===== config.mk =====
export PLATFORM = sky130hd
export DESIGN_NAME = gn2d_front
export DESIGN_NICKNAME = d
export VERILOG_FILES = /design/src/gn2d_pkg.sv /design/src/gn2d_front.sv
export SDC_FILE = /design/constraint.sdc
export NUM_CORES = 1
export LEC_CHECK = 0
export ABC_AREA = 1
export BUFFER_PORTS_ARGS = -buffer_cell sky130_fd_sc_hd__buf_4
export CAP_MARGIN = 20
export CORE_MARGIN = 8
export CORE_UTILIZATION = 23
export DETAILED_ROUTE_END_ITERATION = 8
export PLACE_DENSITY_LB_ADDON = 0.1
export RECOVER_POWER = 50
export SYNTH_ARGS = -nofsm -noshare
export SYNTH_HDL_FRONTEND = slang
export SYNTH_SLANG_ARGS = --single-unit

===== constraint.sdc =====
create_clock -name clk -period 4.5 [get_ports clk]
set_input_delay 0.9 -clock clk [delete_from_list [all_inputs] [get_ports clk]]
set_output_delay 0.9 -clock clk [all_outputs]
set_load 0.05 [all_outputs]

===== src/gn2d_pkg.sv =====
// Shared constants, types and codes of the 2-D gradient noise unit.
`default_nettype none

package gn2d_pkg;

  localparam int LATTICE_SIDE = 3;
  localparam int MAX_DIM      = 4096;

  localparam int PIX_W   = 12;
  localparam int GRAD_W  = 16;
  localparam int OUT_W   = 16;
  localparam int LAT_W   = 2;
  localparam int CFG_W   = 13;
  localparam int DIM_W   = $clog2(MAX_DIM) + 1;
  localparam int CMP_W   = (DIM_W > CFG_W) ? DIM_W : CFG_W;
  localparam int FRAC_W  = 16;
  localparam int NUM5_W  = PIX_W + 3;
  localparam int NUM_W   = NUM5_W + 14;
  localparam int CELL_W  = NUM_W - FRAC_W;
  localparam int IDX_W   = (LATTICE_SIDE > 1) ? $clog2(LATTICE_SIDE) : 1;
  localparam int TAB_N   = LATTICE_SIDE * LATTICE_SIDE;
  localparam int TAB_AW  = $clog2(TAB_N);
  localparam int RECIP   = (2 ** 16) / LATTICE_SIDE;
  localparam int RECIP_W = 17;
  localparam int SM_W    = 17;

  localparam int SPLIT_LAT = NUM_W + CELL_W + 2;
  localparam int BLEND_LAT = 6;

  localparam int FIFO_DEPTH = 4;
  localparam int FIFO_AW    = $clog2(FIFO_DEPTH);
  localparam int CNT_W      = FIFO_AW + 1;

  localparam logic [CFG_W-1:0] DIM_RESET = CFG_W'(256);

  localparam logic CMD_LOAD = 1'b0;
  localparam logic CMD_EVAL = 1'b1;

  localparam logic CFG_MAP_WIDTH  = 1'b0;
  localparam logic CFG_MAP_HEIGHT = 1'b1;

  typedef struct packed {
    logic                     is_eval;
    logic [TAB_AW-1:0]        addr;
    logic signed [GRAD_W-1:0] gx;
    logic signed [GRAD_W-1:0] gy;
    logic [NUM5_W-1:0]        px5;
    logic [NUM5_W-1:0]        py5;
  } item_t;

  typedef struct packed {
    logic                     is_eval;
    logic [TAB_AW-1:0]        addr;
    logic signed [GRAD_W-1:0] gx;
    logic signed [GRAD_W-1:0] gy;
  } ctl_t;

  typedef struct packed {
    logic                     we;
    logic [TAB_AW-1:0]        addr;
    logic signed [GRAD_W-1:0] gx;
    logic signed [GRAD_W-1:0] gy;
  } tab_wr_t;

endpackage

`default_nettype wire


===== src/gn2d_front.sv =====
// Front end: accepts words, drops loads outside the table and queues the rest.
`default_nettype none

module gn2d_front (
  input  logic                                clk,
  input  logic                                rst_n,
  input  logic                                in_valid,
  output logic                                in_ready,
  input  logic                                in_command,
  input  logic [gn2d_pkg::LAT_W-1:0]          in_lattice_x,
  input  logic [gn2d_pkg::LAT_W-1:0]          in_lattice_y,
  input  logic signed [gn2d_pkg::GRAD_W-1:0]  in_grad_x,
  input  logic signed [gn2d_pkg::GRAD_W-1:0]  in_grad_y,
  input  logic [gn2d_pkg::PIX_W-1:0]          in_pixel_x,
  input  logic [gn2d_pkg::PIX_W-1:0]          in_pixel_y,
  input  logic                                pop_en,
  output logic                                head_valid,
  output gn2d_pkg::item_t                     head
);

  gn2d_pkg::item_t                    q_r [gn2d_pkg::FIFO_DEPTH];
  logic [gn2d_pkg::FIFO_AW-1:0]       wptr_r, wptr_nxt;
  logic [gn2d_pkg::FIFO_AW-1:0]       rptr_r, rptr_nxt;
  logic [gn2d_pkg::CNT_W-1:0]         cnt_r, cnt_nxt;
  logic                               keep, push, pop;
  gn2d_pkg::item_t                    item;

  assign in_ready   = (cnt_r != gn2d_pkg::CNT_W'(gn2d_pkg::FIFO_DEPTH));
  assign head_valid = (cnt_r != '0);
  assign head       = q_r[rptr_r];

  always_comb begin
    keep = (in_command == gn2d_pkg::CMD_EVAL) ||
           ((32'(in_lattice_x) < gn2d_pkg::LATTICE_SIDE) &&
            (32'(in_lattice_y) < gn2d_pkg::LATTICE_SIDE));
    push = in_valid && in_ready && keep;
    pop  = pop_en && head_valid;
    item.is_eval = (in_command == gn2d_pkg::CMD_EVAL);
    item.addr    = gn2d_pkg::TAB_AW'(32'(in_lattice_y) * gn2d_pkg::LATTICE_SIDE +
                                     32'(in_lattice_x));
    item.gx      = in_grad_x;
    item.gy      = in_grad_y;
    // Five times the pixel, as shift and add.
    item.px5     = gn2d_pkg::NUM5_W'({in_pixel_x, 2'b00}) + gn2d_pkg::NUM5_W'(in_pixel_x);
    item.py5     = gn2d_pkg::NUM5_W'({in_pixel_y, 2'b00}) + gn2d_pkg::NUM5_W'(in_pixel_y);
    wptr_nxt = push ? wptr_r + 1'b1 : wptr_r;
    rptr_nxt = pop ? rptr_r + 1'b1 : rptr_r;
    cnt_nxt  = cnt_r + gn2d_pkg::CNT_W'(push) - gn2d_pkg::CNT_W'(pop);
  end

  always_ff @(posedge clk) begin
    if (!rst_n) begin
      wptr_r <= '0;
      rptr_r <= '0;
      cnt_r  <= '0;
    end else begin
      wptr_r <= wptr_nxt;
      rptr_r <= rptr_nxt;
      cnt_r  <= cnt_nxt;
    end
  end

  always_ff @(posedge clk) begin
    if (push) begin
      q_r[wptr_r] <= item;
    end
  end

endmodule

`default_nettype wire


After elaboration in Yosys (flattened, before gate mapping):

Memory sizes are Yosys's and may differ from the RTL's. A register that Yosys moved wholly into a read port is not among the register bits.
Index checks and enable logic that the tools add are counted.

* add/subtract/negate cells: 7
* multipliers: 1
* order comparisons: 2
* equal/unequal tests: 1
* muxes and demuxes: 4
* reductions and logical operators: 6

Operators with widths (number)
* $add A14 B12 Y15: 2
* $add A2 B1 Y2 const B: 2
* $add A4 B2 Y4: 1
* $logic_and A1 B1 Y1: 4
* $lt A2 B2 Y1 const B: 2
* $mul A2 B2 Y4 const B: 1
* $mux W2: 2
* $add A3 B1 Y3: 1
* $ne A3 B3 Y1 const B: 1
* $reduce_bool A3 Y1: 1
* $sub A3 B1 Y3: 1
* $mux W1: 2
* $logic_or A1 B1 Y1: 1

* flip-flop bits (word level): 7
* RAM bits: 268
* output and inout port bits: 69
* memories: 1

Memory list
* q_r: words 4, bits a word 67, read ports 1, clocked after memory_dff 1, wr ports 1, RTL line gn2d_front.sv:21 `gn2d_pkg::item_t q_r [gn2d_pkg::FIFO_DEPTH];`

Longest topological paths before layout:

* depth after elaboration: 6
* mapped depth: 10
* gate-level depth less buffers: 10

Least setup slack after synthesis:

OpenSTA, ideal clock, no wires.

* kind: input-to-reg
* start point: input in_lattice_y[0] in the netlist's numbering
* end point: memory q_r[0][0] in the netlist's numbering (enable)
* arrival time: 4.235 ns
* path slack: -0.228 ns
* cell stages on the path: 4
* cell sequence: ha_1 -> o21bai_2 -> nand3_2 -> nor2_1

* cells in the longest elaborated chain, start to end: 6

Ends and longest elaborated chain
* start, declared: RTL line gn2d_front.sv:11 `input logic [gn2d_pkg::LAT_W-1:0] in_lattice_y,`
* $lt A2 B2 Y1: RTL line gn2d_front.sv:35 `(32'(in_lattice_y) < gn2d_pkg::LATTICE_SIDE));`
* $logic_and A1 B1 Y1: RTL line gn2d_front.sv:34 `((32'(in_lattice_x) < gn2d_pkg::LATTICE_SIDE) &&`
* $logic_or A1 B1 Y1: RTL line gn2d_front.sv:33 `keep = (in_command == gn2d_pkg::CMD_EVAL) ||`
* $logic_and A1 B1 Y1: RTL line gn2d_front.sv:36 `push = in_valid && in_ready && keep;`
* $mux W1: RTL line gn2d_front.sv:64 `if (push) begin`
* $mux W1 (implied by the code): RTL line gn2d_front.sv:65 `q_r[wptr_r] <= item;`
* end, declared: RTL line gn2d_front.sv:21

Every way passes these cells.

Worst setup path in the final report:

* start point: input in_lattice_y[0] in the netlist's numbering
* end point: memory q_r[0][33] in the netlist's numbering (enable)

Same word-level chain as after synthesis.

==> reports/metrics.csv <==
metric,value,unit
yosys_warnings,0,
grt_usage,0.1067,
path_class,primary input to flip-flop,
dr.pass1.iters,4,
clock_latency,0.54,ns
die_h,242.3,µm
violations,"max-capacitance violations, max-slew violations",
cts_made_buffers,35,
slew_headroom,-0.5562,
finalWirelength,31.96,mm
final_area,14310,µm²
cellLeakagePower,0.005150,µW
critPathLaunchType,primary input,
initial_utilization,0.2310,
drc,0,
final_cells,1785,
ys_types,33,
hold_class,flip-flop to flip-flop,
grt_setup_unrepaired,no,
skew,0.01964,ns
core_area,50990,µm²
cts.htree.levels,2,
critPathRequiredTime,4.59,ns
final_common_cell,edfxtp_1,
cap_violations,4,
synth_edf_count,268,
cts_sinks,277,
die_area,58700,µm²
finalMaxSlewViolations,272,
crit_fanout,67,
final_nets,1180,
finalSetupViolCount,0,
async_flop_share,0,
dieWidth,242.3,µm
hpwl,18.61,mm
cts_buffer_depth,3,
syn_area,11780,µm²
postRouteAntennaNets,0,
synth_area_leader_cell,edfxtp_1,
worst_pin_slew,2.334,ns
min_period,3.706,ns
powerDensity,606.4,nW/µm²
yosys-top-cells-area,"edfxtp_1 68%, o21ai_0 5.7%, nor2_1 5.0%",
regArea,8233,µm²
ys_seq_area_frac,0.6987,
postPlaceCellArea,13460,µm²
clockRootBuffer,clkbuf_16,
finalHoldViolCount,0,
peakVddDrop,0.2203,mV
fill_cells,5261,
grt_pass1_wl,48.39,mm
cts-resized-gates,0,
routedWlPerCell,17.91,µm
mostFrequentLayoutCells,"268 x edfxtp_1, 152 x nor2_1, 136 x o21ai_0, 109 x nand2_1, 95 x buf_4",
max_freq,0.2698,GHz
hold_slack,0.4514,ns
drive_gt1_frac,0.1430,
grt.overflow.total,0,
dp.cells,1724,
io_buffers,133,
cts_setup_buffers,0,
synth.avg_cell_area,12.46,µm²
syn_to_final_growth,21.55,%
antenna_cells,0,
postSynthCellCount,945,
arrival,3.80,ns
tritoncts,yes,
cts_hold_buf,0,
finalCritPeriodShare,0.8236,
critPathCaptureType,flip-flop,
multi_input_area,3003,µm²
grt_pass1_vias,7696,
gp_congestion,0.7135,
synth.top_cell.area_share,0.6834,
rows,83,
vias,7471,
clk_pin_slew,0.05,ns
first_iter_violations,336,
syn-num-nets,1044,
outcome,"finished, violations left",
pin_count,134,
grt_start_max_net_pins,135,
antenna_found_initial,0,
ys.flop_type,edfxtp_1,
routed_via_density,4.185,
synth_seq_cells,277,
==> layer usage <==
layer | share of wire | vias up | global-route usage
met5 | 0 | - | 0
met4 | 0.020 | 0 | 0.03139
met3 | 0.035 | 43 | 0.02337
met2 | 0.48 | 137 | 0.1809
met1 | 0.46 | 3614 | 0.1352
li1 | - | 3677 | -
==> logic make-up (layout without fill, tap and decap cells) <==
kind of cell | after synthesis | in the layout | share of synthesized area
AO/OA/AOI/OAI | 218 | 218 | 0.1014
XOR/XNOR | 13 | 13 | 0.009669
adder cells (fa/ha/maj) | 34 | 34 | 0.03931
buffers and inverters | 99 | 259 | 0.04696
flip-flops | 277 | 277 | 0.6987
AND/OR/NAND/NOR | 304 | 304 | 0.1040
==> registers in the layout (all words and copies together), names as in the netlist, named ones only <==
signal and flops:
cnt_r 3, q_r 268, rptr_r 2, wptr_r 2
==> power by group <==
part / internal, µW / switching (µW) / total [µW] / leakage (µW)
combinational: 691 / 2050 / 2740 / 0.00210
clock: 1640 / 1050 / 2690 / 0.000532
sequential: 3160 / 90.7 / 3250 / 0.00252
==> through the flow <==
stage	power, µW	TNS [ns]	setup WS (ns)	util
2_1_floorplan	5235	-60.97	-0.2275	-
3_3_place_gp	6165	0	1.462	0.2639
3_5_place_dp	6153	0	1.474	0.2639
4_1_cts	8899	0	1.033	0.2854
5_1_grt	9124	0	0.4754	0.2807
6_report	8680	0	0.7938	0.2807
==> cell usage after synthesis, types with 9 or more instances <==
| master | count |
|---|---|
| edfxtp_1 | 268 |
| buf_6 | 9 |
| dfxtp_1 | 9 |
| nand3_1 | 22 |
| a21oi_1 | 10 |
| xor2_1 | 12 |
| o21ai_0 | 135 |
| ha_1 | 29 |
| nand2_1 | 109 |
| inv_1 | 54 |
| o22ai_1 | 67 |
| nor2_1 | 156 |
==> final cells by class <==
| class | count | area share |
|---|---|---|
| inverters | 56 | 0.01521 |
| well taps | 680 | 0.05944 |
| flip-flops and latches | 277 | 0.5752 |
| multi-input cells | 569 | 0.2098 |
| clock inverters | 15 | 0.01093 |
| clock buffers | 46 | 0.06556 |
| repair buffers | 142 | 0.06390 |
==> path summary, 6_finish.rpt <==
path	startpoint	to	slack, ns	depth (start not counted)
worst max-delay path	in_lattice_y[0]	q_r[0][33]	0.79	6
worst min-delay path	rptr_r[1]	flip-flop	0.45	2
worst max register to register	cnt_r[1]	q_r[0][33]	1.19	5
worst min register to register	rptr_r[1]	flip-flop	0.45	2
==> critical path, stage by stage <==
cell      delay [ns]
clkbuf_1        0.12
ha_1            0.21
o21bai_1        0.23
nand3_1         0.42
nor2_4          0.19
clkbuf_2        1.65
Note: power is estimated with default switching activity, not from simulation.
