===== src/gn2d_pkg.sv =====
// Shared constants, types and codes of the 2-D gradient noise unit.
`default_nettype none

package gn2d_pkg;

  localparam int LATTICE_SIDE = 3;
  localparam int MAX_DIM      = 4096;

  localparam int PIX_W   = 12;
  localparam int GRAD_W  = 16;
  localparam int OUT_W   = 16;
  localparam int LAT_W   = 2;
  localparam int CFG_W   = 13;
  localparam int DIM_W   = $clog2(MAX_DIM) + 1;
  localparam int CMP_W   = (DIM_W > CFG_W) ? DIM_W : CFG_W;
  localparam int FRAC_W  = 16;
  localparam int NUM5_W  = PIX_W + 3;
  localparam int NUM_W   = NUM5_W + 14;
  localparam int CELL_W  = NUM_W - FRAC_W;
  localparam int IDX_W   = (LATTICE_SIDE > 1) ? $clog2(LATTICE_SIDE) : 1;
  localparam int TAB_N   = LATTICE_SIDE * LATTICE_SIDE;
  localparam int TAB_AW  = $clog2(TAB_N);
  localparam int RECIP   = (2 ** 16) / LATTICE_SIDE;
  localparam int RECIP_W = 17;
  localparam int SM_W    = 17;

  localparam int SPLIT_LAT = NUM_W + CELL_W + 2;
  localparam int BLEND_LAT = 6;

  localparam int FIFO_DEPTH = 4;
  localparam int FIFO_AW    = $clog2(FIFO_DEPTH);
  localparam int CNT_W      = FIFO_AW + 1;

  localparam logic [CFG_W-1:0] DIM_RESET = CFG_W'(256);

  localparam logic CMD_LOAD = 1'b0;
  localparam logic CMD_EVAL = 1'b1;

  localparam logic CFG_MAP_WIDTH  = 1'b0;
  localparam logic CFG_MAP_HEIGHT = 1'b1;

  typedef struct packed {
    logic                     is_eval;
    logic [TAB_AW-1:0]        addr;
    logic signed [GRAD_W-1:0] gx;
    logic signed [GRAD_W-1:0] gy;
    logic [NUM5_W-1:0]        px5;
    logic [NUM5_W-1:0]        py5;
  } item_t;

  typedef struct packed {
    logic                     is_eval;
    logic [TAB_AW-1:0]        addr;
    logic signed [GRAD_W-1:0] gx;
    logic signed [GRAD_W-1:0] gy;
  } ctl_t;

  typedef struct packed {
    logic                     we;
    logic [TAB_AW-1:0]        addr;
    logic signed [GRAD_W-1:0] gx;
    logic signed [GRAD_W-1:0] gy;
  } tab_wr_t;

endpackage

`default_nettype wire


===== src/gn2d_split.sv =====
// One axis: pipelined scale division, cell wrap modulo the map size and lattice index.
`default_nettype none

module gn2d_split (
  input  logic                               clk,
  input  logic                               en,
  input  logic [gn2d_pkg::DIM_W-1:0]         dim,
  input  logic [gn2d_pkg::NUM5_W-1:0]        num5,
  output logic [gn2d_pkg::IDX_W-1:0]         col0,
  output logic [gn2d_pkg::IDX_W-1:0]         col1,
  output logic [gn2d_pkg::FRAC_W-1:0]        frac
);

  // Restoring division, one quotient bit per stage.
  logic [gn2d_pkg::DIM_W-1:0]  drem_r   [gn2d_pkg::NUM_W];
  logic [gn2d_pkg::NUM_W-1:0]  dnum_r   [gn2d_pkg::NUM_W];
  logic [gn2d_pkg::NUM_W-1:0]  dquo_r   [gn2d_pkg::NUM_W];
  logic [gn2d_pkg::DIM_W-1:0]  drem_nxt [gn2d_pkg::NUM_W];
  logic [gn2d_pkg::NUM_W-1:0]  dnum_nxt [gn2d_pkg::NUM_W];
  logic [gn2d_pkg::NUM_W-1:0]  dquo_nxt [gn2d_pkg::NUM_W];
  logic [gn2d_pkg::DIM_W-1:0]  d_prem   [gn2d_pkg::NUM_W];
  logic [gn2d_pkg::NUM_W-1:0]  d_pnum   [gn2d_pkg::NUM_W];
  logic [gn2d_pkg::NUM_W-1:0]  d_pquo   [gn2d_pkg::NUM_W];
  logic [gn2d_pkg::DIM_W:0]    d_trial  [gn2d_pkg::NUM_W];
  logic                        d_ge     [gn2d_pkg::NUM_W];

  // Remainder of the cell by the map size, one cell bit per stage.
  logic [gn2d_pkg::DIM_W-1:0]  mrem_r   [gn2d_pkg::CELL_W];
  logic [gn2d_pkg::CELL_W-1:0] mcell_r  [gn2d_pkg::CELL_W];
  logic [gn2d_pkg::FRAC_W-1:0] mfrac_r  [gn2d_pkg::CELL_W];
  logic [gn2d_pkg::DIM_W-1:0]  mrem_nxt [gn2d_pkg::CELL_W];
  logic [gn2d_pkg::CELL_W-1:0] mcell_nxt[gn2d_pkg::CELL_W];
  logic [gn2d_pkg::FRAC_W-1:0] mfrac_nxt[gn2d_pkg::CELL_W];
  logic [gn2d_pkg::DIM_W-1:0]  m_prem   [gn2d_pkg::CELL_W];
  logic [gn2d_pkg::CELL_W-1:0] m_pcell  [gn2d_pkg::CELL_W];
  logic [gn2d_pkg::DIM_W:0]    m_trial  [gn2d_pkg::CELL_W];
  logic                        m_ge     [gn2d_pkg::CELL_W];

  logic [gn2d_pkg::DIM_W-1:0]  x0, x1;
  logic [gn2d_pkg::DIM_W:0]    x1s;
  logic [gn2d_pkg::DIM_W+gn2d_pkg::RECIP_W-1:0] prod0, prod1;
  logic [gn2d_pkg::DIM_W-1:0]  v0_r, v1_r, q0_r, q1_r;
  logic [gn2d_pkg::FRAC_W-1:0] wfrac_r;
  logic [gn2d_pkg::DIM_W-1:0]  r0, r1;
  logic [gn2d_pkg::IDX_W-1:0]  col0_r, col1_r, col0_nxt, col1_nxt;
  logic [gn2d_pkg::FRAC_W-1:0] frac_r;

  always_comb begin
    for (int i = 0; i < gn2d_pkg::NUM_W; i++) begin
      if (i == 0) begin
        d_prem[i] = '0;
        d_pnum[i] = gn2d_pkg::NUM_W'(num5) << (gn2d_pkg::NUM_W - gn2d_pkg::NUM5_W);
        d_pquo[i] = '0;
      end else begin
        d_prem[i] = drem_r[i-1];
        d_pnum[i] = dnum_r[i-1];
        d_pquo[i] = dquo_r[i-1];
      end
      d_trial[i]  = {d_prem[i], d_pnum[i][gn2d_pkg::NUM_W-1]};
      d_ge[i]     = (d_trial[i] >= {1'b0, dim});
      drem_nxt[i] = d_ge[i] ? gn2d_pkg::DIM_W'(d_trial[i] - {1'b0, dim})
                            : d_trial[i][gn2d_pkg::DIM_W-1:0];
      dnum_nxt[i] = d_pnum[i] << 1;
      dquo_nxt[i] = {d_pquo[i][gn2d_pkg::NUM_W-2:0], d_ge[i]};
    end
  end

  always_comb begin
    for (int j = 0; j < gn2d_pkg::CELL_W; j++) begin
      if (j == 0) begin
        m_prem[j]    = '0;
        m_pcell[j]   = dquo_r[gn2d_pkg::NUM_W-1][gn2d_pkg::NUM_W-1:gn2d_pkg::FRAC_W];
        mfrac_nxt[j] = dquo_r[gn2d_pkg::NUM_W-1][gn2d_pkg::FRAC_W-1:0];
      end else begin
        m_prem[j]    = mrem_r[j-1];
        m_pcell[j]   = mcell_r[j-1];
        mfrac_nxt[j] = mfrac_r[j-1];
      end
      m_trial[j]   = {m_prem[j], m_pcell[j][gn2d_pkg::CELL_W-1]};
      m_ge[j]      = (m_trial[j] >= {1'b0, dim});
      mrem_nxt[j]  = m_ge[j] ? gn2d_pkg::DIM_W'(m_trial[j] - {1'b0, dim})
                             : m_trial[j][gn2d_pkg::DIM_W-1:0];
      mcell_nxt[j] = m_pcell[j] << 1;
    end
  end

  always_comb begin
    x0  = mrem_r[gn2d_pkg::CELL_W-1];
    x1s = {1'b0, x0} + 1'b1;
    // The next cell wraps to zero at the map edge.
    x1  = (x1s == {1'b0, dim}) ? '0 : x1s[gn2d_pkg::DIM_W-1:0];
    prod0 = (gn2d_pkg::DIM_W + gn2d_pkg::RECIP_W)'(x0) *
            (gn2d_pkg::DIM_W + gn2d_pkg::RECIP_W)'(gn2d_pkg::RECIP);
    prod1 = (gn2d_pkg::DIM_W + gn2d_pkg::RECIP_W)'(x1) *
            (gn2d_pkg::DIM_W + gn2d_pkg::RECIP_W)'(gn2d_pkg::RECIP);
    // The reciprocal quotient may fall one short, so one correction follows.
    r0 = v0_r - gn2d_pkg::DIM_W'(q0_r * gn2d_pkg::DIM_W'(gn2d_pkg::LATTICE_SIDE));
    r1 = v1_r - gn2d_pkg::DIM_W'(q1_r * gn2d_pkg::DIM_W'(gn2d_pkg::LATTICE_SIDE));
    col0_nxt = (r0 >= gn2d_pkg::DIM_W'(gn2d_pkg::LATTICE_SIDE))
             ? gn2d_pkg::IDX_W'(r0 - gn2d_pkg::DIM_W'(gn2d_pkg::LATTICE_SIDE))
             : gn2d_pkg::IDX_W'(r0);
    col1_nxt = (r1 >= gn2d_pkg::DIM_W'(gn2d_pkg::LATTICE_SIDE))
             ? gn2d_pkg::IDX_W'(r1 - gn2d_pkg::DIM_W'(gn2d_pkg::LATTICE_SIDE))
             : gn2d_pkg::IDX_W'(r1);
  end

  always_ff @(posedge clk) begin
    if (en) begin
      for (int i = 0; i < gn2d_pkg::NUM_W; i++) begin
        drem_r[i] <= drem_nxt[i];
        dnum_r[i] <= dnum_nxt[i];
        dquo_r[i] <= dquo_nxt[i];
      end
      for (int j = 0; j < gn2d_pkg::CELL_W; j++) begin
        mrem_r[j]  <= mrem_nxt[j];
        mcell_r[j] <= mcell_nxt[j];
        mfrac_r[j] <= mfrac_nxt[j];
      end
      v0_r    <= x0;
      v1_r    <= x1;
      q0_r    <= prod0[gn2d_pkg::DIM_W+15:16];
      q1_r    <= prod1[gn2d_pkg::DIM_W+15:16];
      wfrac_r <= mfrac_r[gn2d_pkg::CELL_W-1];
      col0_r  <= col0_nxt;
      col1_r  <= col1_nxt;
      frac_r  <= wfrac_r;
    end
  end

  assign col0 = col0_r;
  assign col1 = col1_r;
  assign frac = frac_r;

endmodule

`default_nettype wire


===== config.mk =====
export PLATFORM = sky130hd
export DESIGN_NAME = gn2d_split
export DESIGN_NICKNAME = d
export VERILOG_FILES = /design/src/gn2d_pkg.sv /design/src/gn2d_split.sv
export SDC_FILE = /design/constraint.sdc
export NUM_CORES = 2
export LEC_CHECK = 0
export ABC_AREA = 1
export BUFFER_PORTS_ARGS = -buffer_cell sky130_fd_sc_hd__buf_4
export CORE_ASPECT_RATIO = 0.6
export CORE_MARGIN = 10
export CORE_UTILIZATION = 40
export CTS_CLUSTER_SIZE = 25
export DETAILED_ROUTE_END_ITERATION = 16
export GPL_TIMING_DRIVEN = 0
export HOLD_SLACK_MARGIN = 0.08
export PLACE_DENSITY = 0.64
export SLEW_MARGIN = 20
export SYNTH_ARGS = -nofsm -noshare
export SYNTH_HDL_FRONTEND = slang
export SYNTH_SLANG_ARGS = --single-unit

===== constraint.sdc =====
create_clock -name clk -period 7.2 [get_ports clk]
set_input_delay 1.08 -clock clk [delete_from_list [all_inputs] [get_ports clk]]
set_output_delay 1.08 -clock clk [all_outputs]
set_load 0.05 [all_outputs]

**After elaboration in Yosys (flattened, before gate mapping)**

Memories as Yosys holds them, arrays and structs flattened. A register that Yosys moved wholly into a read port is not among the register bits.
Cells that the tools add are included.

- Multipliers: 4
- Add/subtract/negate cells: 47
- Eq/ne operators: 1
- Mux-type cells: 47
- Magnitude comparators: 44

Operators by type and width:

| cell | count |
|---|---|
| 14-bit by 13-bit >= comparator with 1-bit output | 40 |
| 13-bit two-way mux | 43 |
| 13-bit subtractor | 42 |
| 13-bit by 15-bit multiplier with 28-bit output, second input constant | 2 |
| 1-bit by 13-bit >= comparator with 1-bit output | 2 |
| 13-bit by 2-bit >= comparator with 1-bit output, second input constant | 2 |
| 12-bit by 2-bit multiplier with 13-bit output, second input constant | 2 |
| 1-bit by 13-bit subtractor with 13-bit output | 2 |
| 13-bit by 1-bit adder with 14-bit output, second input constant | 1 |
| 14-bit by 13-bit equality test with 1-bit output | 1 |
| 2-bit two-way mux | 2 |
| 2-bit subtractor, second input constant | 2 |
| 1-bit two-way mux | 2 |

- Register bits after elaboration: 70
- Memories kept: 6
- Word-level logic and storage cells: 156
- RAM bits: 2563

Memories:

| name | words | width | rd ports | clocked after memory_dff | write ports | RTL line | RTL |
|---|---|---|---|---|---|---|---|
| dquo_r | 29 | 29 | 29 | 0 | 29 | gn2d_split.sv:17 | `logic [gn2d_pkg::NUM_W-1:0] dquo_r [gn2d_pkg::NUM_W];` |
| dnum_r | 29 | 28 | 28 | 0 | 29 | gn2d_split.sv:16 | `logic [gn2d_pkg::NUM_W-1:0] dnum_r [gn2d_pkg::NUM_W];` |
| drem_r | 29 | 13 | 28 | 0 | 29 | gn2d_split.sv:15 | `logic [gn2d_pkg::DIM_W-1:0] drem_r [gn2d_pkg::NUM_W];` |
| mfrac_r | 13 | 16 | 13 | 1 | 13 | gn2d_split.sv:30 | `logic [gn2d_pkg::FRAC_W-1:0] mfrac_r [gn2d_pkg::CELL_W];` |
| mrem_r | 13 | 13 | 13 | 0 | 13 | gn2d_split.sv:28 | `logic [gn2d_pkg::DIM_W-1:0] mrem_r [gn2d_pkg::CELL_W];` |
| mcell_r | 13 | 12 | 12 | 0 | 13 | gn2d_split.sv:29 | `logic [gn2d_pkg::CELL_W-1:0] mcell_r [gn2d_pkg::CELL_W];` |

**Logic depth before layout (Yosys ltp)**

An unclocked memory read counts as a cell.

- Depth after elaboration: 5
- Mapped depth: 35
- Gate-level depth less buffers: 34

**Worst setup path after synthesis**

No wires, ideal clock.

- Kind: in2reg
- From: in dim[1] (netlist name)
- To: reg q1_r[10] (netlist name) (data pin)
- Buffers on the path: 1
- Slack: -0.049 ns
- Data arrival time: 6.997 ns
- Data required time: 6.948 ns
- Stages on the path: 28
- Cell sequence: inv_1 -> nand2_1 -> a22oi_1 -> nand4_1 -> nor2_2 -> nand3_2 -> inv_2 -> buf_2 -> a21oi_1 -> ha_1 -> inv_1 -> fa_1 -> inv_1 -> fa_1 -> fa_1 -> inv_1 -> fa_1 -> inv_1 -> ha_1 -> a21oi_1 -> inv_1 -> a21oi_1 -> a21boi_0 -> nor3_1 -> a2111oi_0 -> nand2_1 -> nand2_1 -> nand2_1

- Cells in the longest elaborated chain, start to end: 3

Ends and longest elaborated chain:

| what | RTL line | RTL |
|---|---|---|
| start: declaration | gn2d_split.sv:7 | `input logic [gn2d_pkg::DIM_W-1:0] dim,` |
| 14-bit by 13-bit equality test with 1-bit output | gn2d_split.sv:91 | `x1 = (x1s == {1'b0, dim}) ? '0 : x1s[gn2d_pkg::DIM_W-1:0];` |
| 13-bit two-way mux | gn2d_split.sv:91 |  |
| net x1, one bit | gn2d_split.sv:39 | `logic [gn2d_pkg::DIM_W-1:0] x0, x1;` |
| 13-bit by 15-bit multiplier with 28-bit output | gn2d_split.sv:94 | `prod1 = (gn2d_pkg::DIM_W + gn2d_pkg::RECIP_W)'(x1) *` |
| net prod1, one bit | gn2d_split.sv:41 | `logic [gn2d_pkg::DIM_W+gn2d_pkg::RECIP_W-1:0] prod0, prod1;` |
| end signal: assignment | gn2d_split.sv:122 | `q1_r <= prod1[gn2d_pkg::DIM_W+15:16];` |
| end: declaration | gn2d_split.sv:42 | `logic [gn2d_pkg::DIM_W-1:0] v0_r, v1_r, q0_r, q1_r;` |

The timed path passes the listed nets, and every way through them passes these cells.
A chain may end at the register's enable or synchronous reset.

==> metrics.yaml <==
status: "completed"
yosysSeqAreaShare_pct: 56.3
required_ns: 7.76
grt_pass1_vias: 48400
dieArea_sq_um: 211000
place_congestion: 0.882
synth_area_leader_cell: "edfxtp_1"
die_w_microns: 587
period_share_pct: 97.2
rsz0062_at_grt: "yes"
rrSetupSlack_ns: 0.20
reg2reg_to: "q1_r[6]"
hold_violations: 0
cts_htree_levels: 4
final_layout_size_suffix_gt1_share_pct: 7.40
fmax_ghz: 0.143
grt_usage_pct: 15.3
drtIter0Drc: 4792
finalSetupViolCount: 0
worstPathArrival_ns: 7.56
maxCapViolCount: 0
post_drt_via_cell_ratio: 5.23
end_kind: "flop"
drv_slew: 0
period_minus_slack_ns: 7.00
synth_flop_cell: "edfxtp_1"
io_buffers: 48
final_cells: 9717
place_inst: 9436
synth_seq_cells: 1445
fin_skew_ns: 0.0486
die_h_microns: 360
crit_path_frequent_cell: "inv_1"
startpoint_type: "flop"
nNetsFinal: 7870
path_clk_slew_ns: 0.07
insertion_delay_ns: 0.80
io_pins: 50
postSynthAreaPerCell_sq_um: 11.4
cts_tree: "yes"
synth_nets: 7623
wl_per_cell_microns: 17.3
vias: 50900
cts.path.max_buffers: 4
ys_top_cells_by_area: "edfxtp_1 56%, ha_1 11%, a21oi_1 5.9%, nor2_1 4.0%, nand2_1 3.8%"
crit_type: "reg2reg"
grt_overflow: 0
hold_class: "reg2reg"
drtPass1Iterations: 6
cts_hold_buf: 0
cts_made_buffers: 148
num_rows: 124
tightest_slew_ns: 0.980
drtAntennaViolNets: 0
async_reset_ff_share_pct: 0
wirelength_mm: 168
drc: 0
tns_ns: 0
cts.sinks: 1445
synth_edf_count: 1445
crit_fanout: 10
fillCellCount: 17100
cts-root-buf: "clkbuf_16"
synthToLayoutAreaGrowth_pct: 12.3
start_util_pct: 40.4
whs_path_depth: 0
reg2regPathDepth: 28
syn-cell-area_sq_um: 77100
yosysTopAreaCellShare_pct: 56.3
slew_headroom_pct: 34.0
grt_max_degree: 165
ys_warn_count: 0
worstHoldEndpoint: "dquo_r[0][390]"
postSynthCellCount: 6782
hold_ws_ns: 0.390
cpPeakStageDelay_ns: 0.55
slowest_stage: "fa_1"
reg2reg_from: "mrem_r[1][55]"
grt_pass1_wl_mm: 266
synth_cell_types: 49
core_sq_um: 191000
min_from: "dquo_r[0][360]"
antenna_found_initial: 3
hpwl_mm: 116
## layout make-up
type                            count  area [sq um]  share of cell area, %
Timing Repair Buffer               97          1180                   1.36
Clock buffer                      165          3790                   4.38
Inverter                          601          2290                   2.65
Sequential cell                  1445         43400                   50.1
Antenna cell                        1          2.50                0.00289
Clock inverter                     89          1170                   1.35
Buffer                             86           487                  0.562
Multi-Input combinational cell   4650         31000                   35.8
Tap cell                         2583          3230                   3.73
## kinds of logic (layout without fill, tap and decap cells)
logic type / after synthesis / in the layout / synth area share, %
mux: 2 / 2 / 0.0292
other cells: 0 / 1 / 0
buf+inv: 687 / 1038 / 3.54
compound gates: 1463 / 1463 / 10.5
xor+xnor: 429 / 429 / 4.87
flops: 1445 / 1445 / 56.3
fa+ha+maj: 811 / 811 / 14.5
simple gates: 1945 / 1945 / 10.3
## worst max-delay path by stage
stage | start | end | slack (ns) | depth (start not counted)
after CTS | mrem_r[1][52] | q1_r[10] | 0.01 | 33
final | mrem_r[1][55] | q1_r[6] | 0.20 | 28
after floorplan | dim[4] | q1_r[10] | 0.10 | 28
after global routing | mrem_r[1][52] | q1_r[10] | -0.05 | 33
after global placement | en | mfrac_r[7][13] | -7.81 | 1
after detailed placement | dim[1] | q1_r[10] | -1.89 | 29
## per-layer routing
| layer | up-vias | share of wire, % | GRT usage (%) | wire [microns] |
|---|---|---|---|---|
| li1 | 24700 | - | - | - |
| met1 | 24300 | 51 | 24.6 | 86300 |
| met2 | 1570 | 39 | 21.1 | 66000 |
| met3 | 272 | 7.3 | 2.93 | 12300 |
| met4 | 0 | 2.0 | 3.33 | 3300 |
| met5 | - | 0 | 0 | 0 |
## cell usage after synthesis, types with 3 or more instances
library cell,n
or2_2,14
nor4_1,34
a21boi_0,5
inv_1,599
edfxtp_1,1445
a21oi_1,908
nand2_2,6
o22ai_1,5
clkbuf_1,9
o31ai_1,3
buf_2,58
a41oi_1,15
xor2_1,248
o21bai_1,30
nand2_1,789
nand4_1,50
o2111ai_1,12
o21bai_2,6
a31o_2,6
nor2_2,7
nand3_2,4
o21ai_1,75
a21o_1,30
ha_1,674
fa_1,137
xnor2_1,181
o221a_2,3
a221oi_1,33
o21ai_0,222
nor3_1,25
nor2_1,818
o21ai_2,52
o21a_1,27
nand3_1,189
a31oi_1,25
buf_4,18
## stage by stage
stage | utilization (%) | setup slack (ns) | area [sq um]
2_1_floorplan | - | 0.100 | 77100
3_3_place_gp | 42.3 | -7.81 | 80700
3_5_place_dp | 42.6 | -1.89 | 81300
4_1_cts | 45.2 | 0.0117 | 86400
5_1_grt | 45.3 | -0.0451 | 86600
6_report | 45.3 | 0.205 | 86600
## state kept, by name (all words and copies together) (netlist names)
name,cells
dquo_r,435
drem_r,364
mfrac_r,208
mrem_r,169
dnum_r,105
mcell_r,78
frac,16
wfrac_r,16
v0_r,13
v1_r,13
q0_r,12
q1_r,12
col0,2
col1,2
## timing repair
action                     in CTS  in global routing
setup buffers                   9                 17
setup endpoints to repair      12                 11
gates resized for setup        10                 18
gates cloned                    0                  0
pin swaps                       1                  4
## worst max-delay path: cells and delay by family (launching register included)
family | cells | cell delay (ns)
and+or+nand+nor | 9 | 1.90
adders and majority gates | 6 | 2.66
AOI/OAI and AO/OA | 2 | 0.45
DFF | 1 | 0.52
xor gates and xnor gates | 1 | 0.29
buffers and inverters | 10 | 0.93
## placed cells by master (no fill, tap or decap), drive strengths merged, types with 36 or more instances in the layout
cell	count
inv	608
nand2	795
xor2	248
buf	174
nor2	826
o21bai	36
edfxtp	1445
xnor2	181
nand3	193
clkinv	49
o21ai	349
nand4	51
ha	674
fa	137
clkbuf	174
a21oi	908
Power is left out: the tool's default activity adds up to more than one toggle a clock period on the data nets, which glitch-free logic cannot reach.
